==> src/sv/pes_mul.sv <==
// shared signed 34x34 multiplier with registered product
`default_nettype none
module pes_mul (
   input  wire logic               clock,
   input  wire logic signed [33:0] mul_a,
   input  wire logic signed [33:0] mul_b,
   output logic signed [67:0]      prod
);
   logic signed [67:0] prod_ff;
   logic signed [67:0] prod_in;

   assign prod_in = 68'(mul_a) * 68'(mul_b);

   always_ff @(posedge clock) begin
      prod_ff <= prod_in;
   end

   assign prod = prod_ff;
endmodule
`default_nettype wire

==> config.mk <==
export PLATFORM = sky130hd
export DESIGN_NAME = pes_mul
export DESIGN_NICKNAME = d
export VERILOG_FILES = /design/src/sv/pes_mul.sv
export SDC_FILE = /design/constraint.sdc
export NUM_CORES = 2
export LEC_CHECK = 0
export ABC_AREA = 0
export BUFFER_PORTS_ARGS = -buffer_cell sky130_fd_sc_hd__buf_2
export CORE_MARGIN = 5
export CORE_UTILIZATION = 25
export DETAILED_ROUTE_END_ITERATION = 10
export REMOVE_ABC_BUFFERS = 1
export SYNTH_ARGS = -nofsm -noshare
export SYNTH_HDL_FRONTEND = slang
export SYNTH_SLANG_ARGS = --single-unit
==> constraint.sdc <==
create_clock -name clock -period 19.1 [get_ports clock]
set_input_delay 2.865 -clock clock [delete_from_list [all_inputs] [get_ports clock]]
set_output_delay 2.865 -clock clock [all_outputs]
set_load 0.01 [all_outputs]
==> impl_metrics.toml <==
[finish]
nets = 6042
layout-drive-gt1-share_pct = 4.721
utilization_pct = 27.01
area_growth_syn_to_layout_pct = 7.447
largest_register_ffs = 68
instances_no_fill = 6844

[worst_setup_path]
cp-end-kind = "flop"
path_max_fanout = 34
critPathKind = "in -> reg"
worstPathRequired_ps = 19380
start_kind = "input port"
critPathArrivalTime_ps = 11800

[cts]
clk_pin_slew_ps = 60
clockBufferDepth = 2
cts_resized = 0
htree_levels = 3
post_cts.repair.setup_buffers = 0
cts_hold_repair.buffers = 0
cts.root.buffer_cell = "clkbuf_16"
cts_tree = "built"
cts.sinks = 68
cts_buffers = 9

[global_route]
grt-ovfl-total = 0
grt_pass1_wl_um = 190600
grt_pass1_vias = 33700
grtUsageTotal_pct = 13.39
antenna_found_initial = 2
grt_max_degree = 35

[sta]
finalHoldViolCount = 0
tightest_slew_ps = 1112
fin_tns_setup_ps = 0
rsz0062_at_grt = "no"
setup_viol = 0
period_share_pct = 60.30
fmax_ghz = 0.08682
min_period_ps = 11520
drv_slew = 0
relSlewSlack_pct = 25.17

[drt]
wl_per_cell_um = 17.18
viasPerCell = 4.361
first_pass_iters = 5
vias = 29850
wl_um = 117600
drtAntennaViolNets = 0
drc = 0
drtIter0Drc = 1551

[min_path]
hold_class = "in -> reg"

[floorplan]
die_w_um = 425.5
start_util_pct = 25.13
pin_count = 137
core_area_mm2 = 0.1717
die_y_um = 425.5
rows = 152
die_area_mm2 = 0.1811

[synth]
synthXorXnorAreaFrac_pct = 1.562
synth_commonest_cells = "fa_1, inv_1, and2_1, nand2_1, clkbuf_1"
synthMuxAreaShare_pct = 0
ys_ff_latch = 68
synthCells = 4578
ys_types = 73
synth_top_area_cell = "fa_1"
synth_ff_type = "dfxtp_1"
synthAdderAreaFrac_pct = 63.47
netlist_top_cells_area = "fa_1, inv_1, and2_1"
yosysWarnings = 0
async_reset_ff_share_pct = 0
seq_area_frac_synth_pct = 3.154
synth_top_family_by_area = "adder cells"
syn_area_per_cell_um2 = 9.429
synth_top_area_share_pct = 57.56
synth_edf_count = 0
synthSimpleGateAreaFrac_pct = 15.54
synth.most_common_cell = "fa_1"
syn_area_mm2 = 0.04317
synth_compound_area_share_pct = 3.409

[place]
gp_congestion = 0.8535
placed_cells = 6827
dp_hpwl_um = 96500
numPortBuffers = 136

[run]
cap_violations = 0

[outcome]
status = "completed"
## cell type report
cell class	count	area [um2]
antenna	1	2.502
multi-input combinational	3043	36250
inverter	1236	4639
clock inverter	7	75.07
tap	2310	2890
sequential	68	1361
fill	18360	125400
clock buffer	9	225.2
timing repair buffer	170	935.9
## metrics by stage
stage                     setup WS [ps]  hold WS, ps  area, um2
after global routing               7212         3149      46380
after floorplan                    9117         2987      42250
after detailed placement           7333         3261      46080
final                              7583         3178      46380
after CTS                          7759         3125      46380
after global placement             7384         3264      46080
## worst paths after layout
| kind | start | endpoint | slack [ps] | cells after the start |
|---|---|---|---|---|
| max | mul_b[1] | prod[58] | 7580 | 20 |
| min | mul_b[0] | prod[0] | 3180 | 2 |
## worst max-delay path, stage by stage
cell and delay [ps]:
buf_2 550, nand2_1 220, inv_1 180, fa_1 500
fa_1 630, fa_1 690, fa_1 1290, fa_1 580
fa_1 500, fa_1 490, inv_1 50, fa_1 470
inv_1 40, ha_1 420, nand3_1 160, nor4_1 960
a221oi_1 400, o21a_1 330, o221ai_1 220, xor2_1 230
## layer usage
layer / share of wire (%) / GRT usage, % / up-vias
met1: 40 / 16.74 / 16000
met4: 3.1 / 3.805 / 0
met2: 52 / 23.98 / 885
met3: 5.3 / 1.923 / 177
met5: 0 / 0 / -
li1: - / - / 12780
## cell families (layout without fill, tap and decap cells)
family,Yosys count,count (layout)
buffers and inverters,1467,1422
DFF,68,68
and+or+nand+nor,1310,1310
adders and majority gates,1445,1445
AOI/OAI and AO/OA,211,211
other,0,1
xor gates and xnor gates,77,77
## placed cells by master (no fill, tap or decap), types with 6 or more instances in the layout
| master | instances |
|---|---|
| fa_1 | 1241 |
| inv_1 | 1235 |
| and2_1 | 625 |
| nand2_1 | 550 |
| ha_1 | 204 |
| buf_2 | 136 |
| dfxtp_1 | 68 |
| xnor2_1 | 57 |
| a21oi_1 | 54 |
| nor2_1 | 53 |
| a21o_1 | 37 |
| buf_4 | 34 |
| o21ai_0 | 27 |
| xor2_1 | 20 |
| nand2b_1 | 14 |
| nand4_1 | 14 |
| o21bai_1 | 13 |
| nor3_1 | 10 |
| and3_1 | 9 |
| clkbuf_16 | 9 |
| nand3_1 | 8 |
| o211ai_1 | 8 |
| a31oi_1 | 7 |
| o21ai_1 | 7 |
| nor2b_1 | 7 |
| a211oi_1 | 7 |
| o21a_1 | 6 |
Power is not shown: default switching activity piles up to over one toggle a cycle in this logic, so the estimate is an artifact.
