## config.mk

```make
export PLATFORM = sky130hd
export DESIGN_NAME = pes_cordic
export DESIGN_NICKNAME = d
export VERILOG_FILES = /design/src/sv/pes_pkg.sv /design/src/sv/pes_cordic.sv
export SDC_FILE = /design/constraint.sdc
export NUM_CORES = 1
export LEC_CHECK = 0
export BUFFER_PORTS_ARGS = -buffer_cell sky130_fd_sc_hd__buf_4
export CAP_MARGIN = 15
export CORE_ASPECT_RATIO = 1.75
export CORE_UTILIZATION = 58
export DETAILED_ROUTE_END_ITERATION = 8
export HOLD_SLACK_MARGIN = 0.06
export PLACE_DENSITY = 0.85
export SYNTH_ARGS = -nofsm -noshare
export SYNTH_HDL_FRONTEND = slang
export SYNTH_SLANG_ARGS = --single-unit
```

## constraint.sdc

```tcl
create_clock -name clock -period 5.8 [get_ports clock]
set_input_delay 0.87 -clock clock [delete_from_list [all_inputs] [get_ports clock]]
set_output_delay 0.87 -clock clock [all_outputs]
set_load 0.005 [all_outputs]
```

## src/sv/pes_pkg.sv

```systemverilog
// shared types, constants and helper functions of the particle euler step unit
`default_nettype none
package pes_pkg;

   localparam int CORDIC_STEPS_DEF = 16;
   localparam logic [15:0] QUARTER_TURN = 16'd16384;
   localparam logic [15:0] HALF_TURN = 16'd32768;

   typedef enum logic [2:0] {
      ST_IDLE,
      ST_CHECK,
      ST_MUL,
      ST_WB,
      ST_WAITC,
      ST_FINISH
   } state_type;

   typedef enum logic [2:0] {
      CSR_LIFETIME,
      CSR_START_DELAY,
      CSR_GRAVITY_XY,
      CSR_SLOWDOWN,
      CSR_ROTATION_RATE,
      CSR_COLOR_RATES,
      CSR_SCALE_RATES,
      CSR_VEL_AS_ROT
   } csr_index_type;

   typedef enum logic [4:0] {
      STEP_COL0,
      STEP_COL1,
      STEP_COL2,
      STEP_COL3,
      STEP_ROT,
      STEP_SCX,
      STEP_SCY,
      STEP_POSX,
      STEP_POSY,
      STEP_GRAVX,
      STEP_GRAVY,
      STEP_SLOWX,
      STEP_QHX,
      STEP_QLX,
      STEP_SLOWY,
      STEP_QHY,
      STEP_QLY
   } step_type;

   typedef struct packed {
      logic start;
      logic busy;
   } cordic_ctl_type;

   function automatic logic signed [31:0] sat32(input logic signed [50:0] v);
      logic signed [31:0] r;
      if (v > 51'sd2147483647) begin
         r = 32'sh7fffffff;
      end else if (v < -51'sd2147483648) begin
         r = 32'sh80000000;
      end else begin
         r = v[31:0];
      end
      return r;
   endfunction

   function automatic logic signed [15:0] sat16(input logic signed [25:0] v);
      logic signed [15:0] r;
      if (v > 26'sd32767) begin
         r = 16'sh7fff;
      end else if (v < -26'sd32768) begin
         r = 16'sh8000;
      end else begin
         r = v[15:0];
      end
      return r;
   endfunction

   function automatic logic [7:0] clamp8(input logic signed [11:0] v);
      logic [7:0] r;
      if (v < 12'sd0) begin
         r = 8'd0;
      end else if (v > 12'sd255) begin
         r = 8'd255;
      end else begin
         r = v[7:0];
      end
      return r;
   endfunction

   function automatic logic [15:0] atan_entry(input logic [4:0] i);
      logic [15:0] r;
      unique case (i)
         5'd0: r = 16'd8192;
         5'd1: r = 16'd4836;
         5'd2: r = 16'd2555;
         5'd3: r = 16'd1297;
         5'd4: r = 16'd651;
         5'd5: r = 16'd326;
         5'd6: r = 16'd163;
         5'd7: r = 16'd81;
         5'd8: r = 16'd41;
         5'd9: r = 16'd20;
         5'd10: r = 16'd10;
         5'd11: r = 16'd5;
         5'd12: r = 16'd3;
         5'd13: r = 16'd1;
         5'd14: r = 16'd1;
         default: r = 16'd0;
      endcase
      return r;
   endfunction

endpackage
`default_nettype wire

```

## src/sv/pes_cordic.sv

```systemverilog
// iterative cordic atan2 of the velocity vector, one rotation per cycle
`default_nettype none
module pes_cordic #(
   parameter int CORDIC_STEPS = pes_pkg::CORDIC_STEPS_DEF
) (
   input  wire logic                 clock,
   input  wire logic                 reset,
   input  wire pes_pkg::cordic_ctl_type ctl_in,
   input  wire logic signed [31:0]   vec_x,
   input  wire logic signed [31:0]   vec_y,
   output pes_pkg::cordic_ctl_type   ctl_out,
   output logic [15:0]               angle
);
   import pes_pkg::*;

   localparam int CW = $clog2(CORDIC_STEPS);

   logic                busy_ff;
   logic [CW-1:0]       cnt_ff;
   logic signed [35:0]  x_ff;
   logic signed [35:0]  y_ff;
   logic [15:0]         z_ff;
   logic signed [35:0]  xs;
   logic signed [35:0]  ys;

   assign xs = x_ff >>> cnt_ff;
   assign ys = y_ff >>> cnt_ff;

   always_ff @(posedge clock) begin
      if (reset) begin
         busy_ff <= 1'b0;
         cnt_ff <= '0;
      end else if (ctl_in.start) begin
         cnt_ff <= '0;
         busy_ff <= !(vec_x == 32'sd0 && vec_y == 32'sd0);
         if (vec_x < 32'sd0) begin
            x_ff <= -36'(vec_x);
            y_ff <= -36'(vec_y);
            z_ff <= HALF_TURN;
         end else begin
            x_ff <= 36'(vec_x);
            y_ff <= 36'(vec_y);
            z_ff <= 16'd0;
         end
      end else if (busy_ff) begin
         if (y_ff > 36'sd0) begin
            x_ff <= x_ff + ys;
            y_ff <= y_ff - xs;
            z_ff <= z_ff + atan_entry(5'(cnt_ff));
         end else begin
            x_ff <= x_ff - ys;
            y_ff <= y_ff + xs;
            z_ff <= z_ff - atan_entry(5'(cnt_ff));
         end
         cnt_ff <= cnt_ff + 1'b1;
         if (cnt_ff == CW'(CORDIC_STEPS - 1)) begin
            busy_ff <= 1'b0;
         end
      end
   end

   always_comb begin
      ctl_out.start = 1'b0;
      ctl_out.busy = busy_ff;
   end

   assign angle = z_ff;
endmodule
`default_nettype wire

```

==> impl_metrics.toml <==
[worst_setup_path]
worst_r2r_endpoint = "y_ff[35]"
end_kind = "register"
regToRegSetupSlack_ps = 170
reg2reg_from = "x_ff[16]"
rr_worst_depth = 22
critical_path.max_fanout = 7
cp.arrival_ps = 5750
path_class = "reg2reg"
critPathLaunchType = "register"
required_ps = 5920

[synth]
synth_area_um2 = 15300
yosys.area.top_type = "edfxtp_1"
synth-simple-area-share_pct = 16.8
synth_top_family_by_area = "compound AO/OA/AOI/OAI gates"
synth_cell_types = 78
synth-edff-count = 88
async_flop_share_pct = 0
synthCells = 1823
synth_xor_area_share_pct = 11.7
synth_compound_gate_area_share_pct = 21.0
synthMuxAreaShare_pct = 18.0
syn-num-nets = 1992
synthAdderAreaFrac_pct = 8.39
synth_top_area_share_pct = 17.2
postSynthAreaPerCell_um2 = 8.41
synth_top_flop_cell = "edfxtp_1"
ys_ff_latch = 107
yosysWarnings = 0
netlist_top_cells_area = "edfxtp_1 17%, mux4_2 10%, ha_1 8.0%"
synth_sequential_area_ratio_pct = 19.7

[sta]
skew_ps = 13.5
worst_slew_pin_slew_ps = 1180
finalCritPeriodShare_pct = 97.0
fmax_mhz = 178
max_slew_margin_pct = 20.8
tns_ps = 0
slew_violations = 0
report.final.setup_viol = 0
finalCriticalPeriod_ps = 5630
fin_ws_ps = 173
hold_viol = 0

[cts]
cts_buffers = 9
cts_num_sinks = 107
cts.clk_slew.worst_paths_ps = 80
cts_tree = "yes"
clockBufferDepth = 2
cts-root-buf = "clkbuf_16"
clk-insertion-delay-late_ps = 390
cts_max_level = 3

[routing]
ant_nets = 0
wire_per_inst_um = 21.3
wl_um = 50200
firstDrtPassIters = 5
first_iter_violations = 1397
viasPerCell = 6.68
vias = 15772
drc = 0

[place]
dpl_worst_slack_ps = 73.5
io_buffers = 83
dp_hpwl_um = 39200
place.gp.congestion = 1.02

[floorplanning]
ioPinCount = 86
initial_core_util_pct = 59.1
core-area_um2 = 26000
fp.dieArea_um2 = 27100
rows = 78
fp.dieH_um = 217
fp.dieW_um = 125

[cells_and_area]
nFillCells = 2056
seq_area_um2 = 3040
final_layout_size_suffix_gt1_share_pct = 22.8
multiInputGateArea_um2 = 11800
nets = 2205
area_growth_pct = 18.2

[worst_hold_path]
min_path_cells = 2
hold_class = "reg2reg"
hold_end = "angle[0]"

[flow_run]
cap_viol_max_count = 0

[power_and_ir_drop]
power_mw = 7.56
p_comb_share_pct = 72.3
power.density_nw_per_um2 = 417
max-vdd-ir-drop_v = 0.000308
switching_power_mw = 3.55
intPower_mw = 4.01
seq_power_share_pct = 18.7
switching_share_pct = 46.9
p_leak_nw = 7.27
clkPwrFrac_pct = 9.0

[grt]
grt_pass1_vias = 15716
grtUsageTotal_pct = 37.6
antenna_found_initial = 0
grt_pass1_wl_um = 79300
gr-total-overflow = 0
grt_max_degree = 63

[status]
status = "finished clean"
-- power groups by stage --
stage	registers [mW]	logic (mW)	clock network, mW
finish	1.42	5.47	0.681
global route	1.42	5.98	0.705
CTS	1.40	5.31	0.683
detailed placement	1.41	5.26	0
global placement	1.40	5.12	0
floorplan	1.27	3.64	0
-- cell usage in the layout (no fill, tap or decap), drive strengths merged, types with 6 or more instances in the layout --
| master | synthesis | routed |
|---|---|---|
| a21oi | 140 | 140 |
| a221o | 6 | 6 |
| o211ai | 11 | 11 |
| o22ai | 13 | 13 |
| dfxtp | 19 | 19 |
| nand2b | 21 | 21 |
| xor2 | 85 | 85 |
| a31oi | 22 | 22 |
| a31o | 7 | 7 |
| ha | 98 | 98 |
| nor2b | 16 | 16 |
| inv | 62 | 64 |
| edfxtp | 88 | 88 |
| clkbuf | 47 | 13 |
| mux4 | 70 | 70 |
| a21o | 34 | 34 |
| or2 | 10 | 10 |
| nor3 | 28 | 28 |
| o41ai | 10 | 10 |
| nand3 | 37 | 37 |
| xnor2 | 120 | 120 |
| mux2 | 28 | 28 |
| nand2 | 192 | 192 |
| a211oi | 15 | 15 |
| mux2i | 87 | 87 |
| o31ai | 25 | 25 |
| o21bai | 22 | 22 |
| and2 | 13 | 13 |
| nand4 | 14 | 14 |
| or4 | 15 | 15 |
| nor4 | 19 | 19 |
| buf | 47 | 296 |
| o21a | 17 | 17 |
| and3 | 13 | 13 |
| or3 | 16 | 16 |
| nor2 | 148 | 148 |
| o21ai | 144 | 144 |
-- final cells by class --
class	instances	area share [%]
multi-input cells	1558	65.1
flip-flops and latches	107	16.8
repair buffers	296	12.9
well taps	320	2.21
clock buffers	13	1.62
inverters	64	1.33
clock inverters	3	0.124
diodes	1	0.0138
-- routing by layer --
metal	GRT usage [%]	wire length, um	share of wire (%)	vias up
li1	-	-	-	7250
met1	37.3	17100	34	7517
met2	68.6	26000	52	739
met3	5.26	2720	5.4	266
met4	32.8	4350	8.7	0
met5	0	0	0	-
-- cell families after synthesis --
kind of cell / count (synthesis)
AO/OA/AOI/OAI: 514
XOR/XNOR: 205
adder cells (fa/ha/maj): 101
buffers and inverters: 158
flip-flops: 107
multiplexers: 185
other: 1
AND/OR/NAND/NOR: 552
-- worst max path at each step --
stage | startpoint | to | slack, ps | depth (start not counted)
after floorplan | ctl_in[1] | angle[0] | 140 | 4
after global placement | cnt_ff[2] | y_ff[35] | 160 | 20
after detailed placement | x_ff[14] | y_ff[35] | 70 | 22
after CTS | x_ff[14] | y_ff[35] | 50 | 22
after global routing | cnt_ff[1] | x_ff[35] | -70 | 20
final | x_ff[16] | y_ff[35] | 170 | 22
-- through the flow --
step | hold WS, ps | utilization [%] | std cells | cell area, um2
final | 697 | 69.8 | 2362 | 18100
after floorplan | 584 | - | 1823 | 15300
after CTS | 694 | 68.9 | 2348 | 17900
after global routing | 735 | 69.8 | 2361 | 18100
after global placement | 656 | 67.6 | 2332 | 17600
after detailed placement | 666 | 67.6 | 2332 | 17600
-- Yosys cell counts (all sizes together), types with 4 or more instances --
master	n
o221ai	4
mux4	70
or3	16
a221oi	5
dfxtp	19
nand4	14
o21ai	144
nor3	28
and3	13
edfxtp	88
o211ai	11
nand2	192
o31ai	25
nor2b	16
buf	47
o21a	17
o41ai	10
a221o	6
and2	13
or4	15
mux2	28
o22ai	13
xor2	85
nor4	19
inv	62
a21oi	140
nand3	37
a22oi	4
a41oi	4
ha	98
nor2	148
clkbuf	47
o21bai	22
or2	10
nand2b	21
mux2i	87
a21o	34
a311oi	5
a31o	7
xnor2	120
a211oi	15
a31oi	22
-- critical path, cell delays in order, from the launching register on --
cell and delay, ps:
edfxtp_1 540, buf_4 220, mux4_2 490, a221o_1 290
o22a_1 230, nor4_2 260, buf_4 170, nand2_1 100
o21ai_0 210, mux4_2 280, o21a_1 120, ha_1 230
o21ai_0 150, buf_4 140, a21oi_1 60, a221oi_1 340
o221a_2 290, o21ai_0 140, a311o_1 390, a2111oi_2 400
nor3_1 120, xor2_1 140, o21ai_1 70
-- repair_timing --
item                       in CTS  in global routing
hold endpoints to repair        0                  0
setup endpoints to repair       0                 15
buffers inserted                0                 13
resized for setup               0                 38
hold buffers                    0                  0
(Power assumes the default switching activity.)
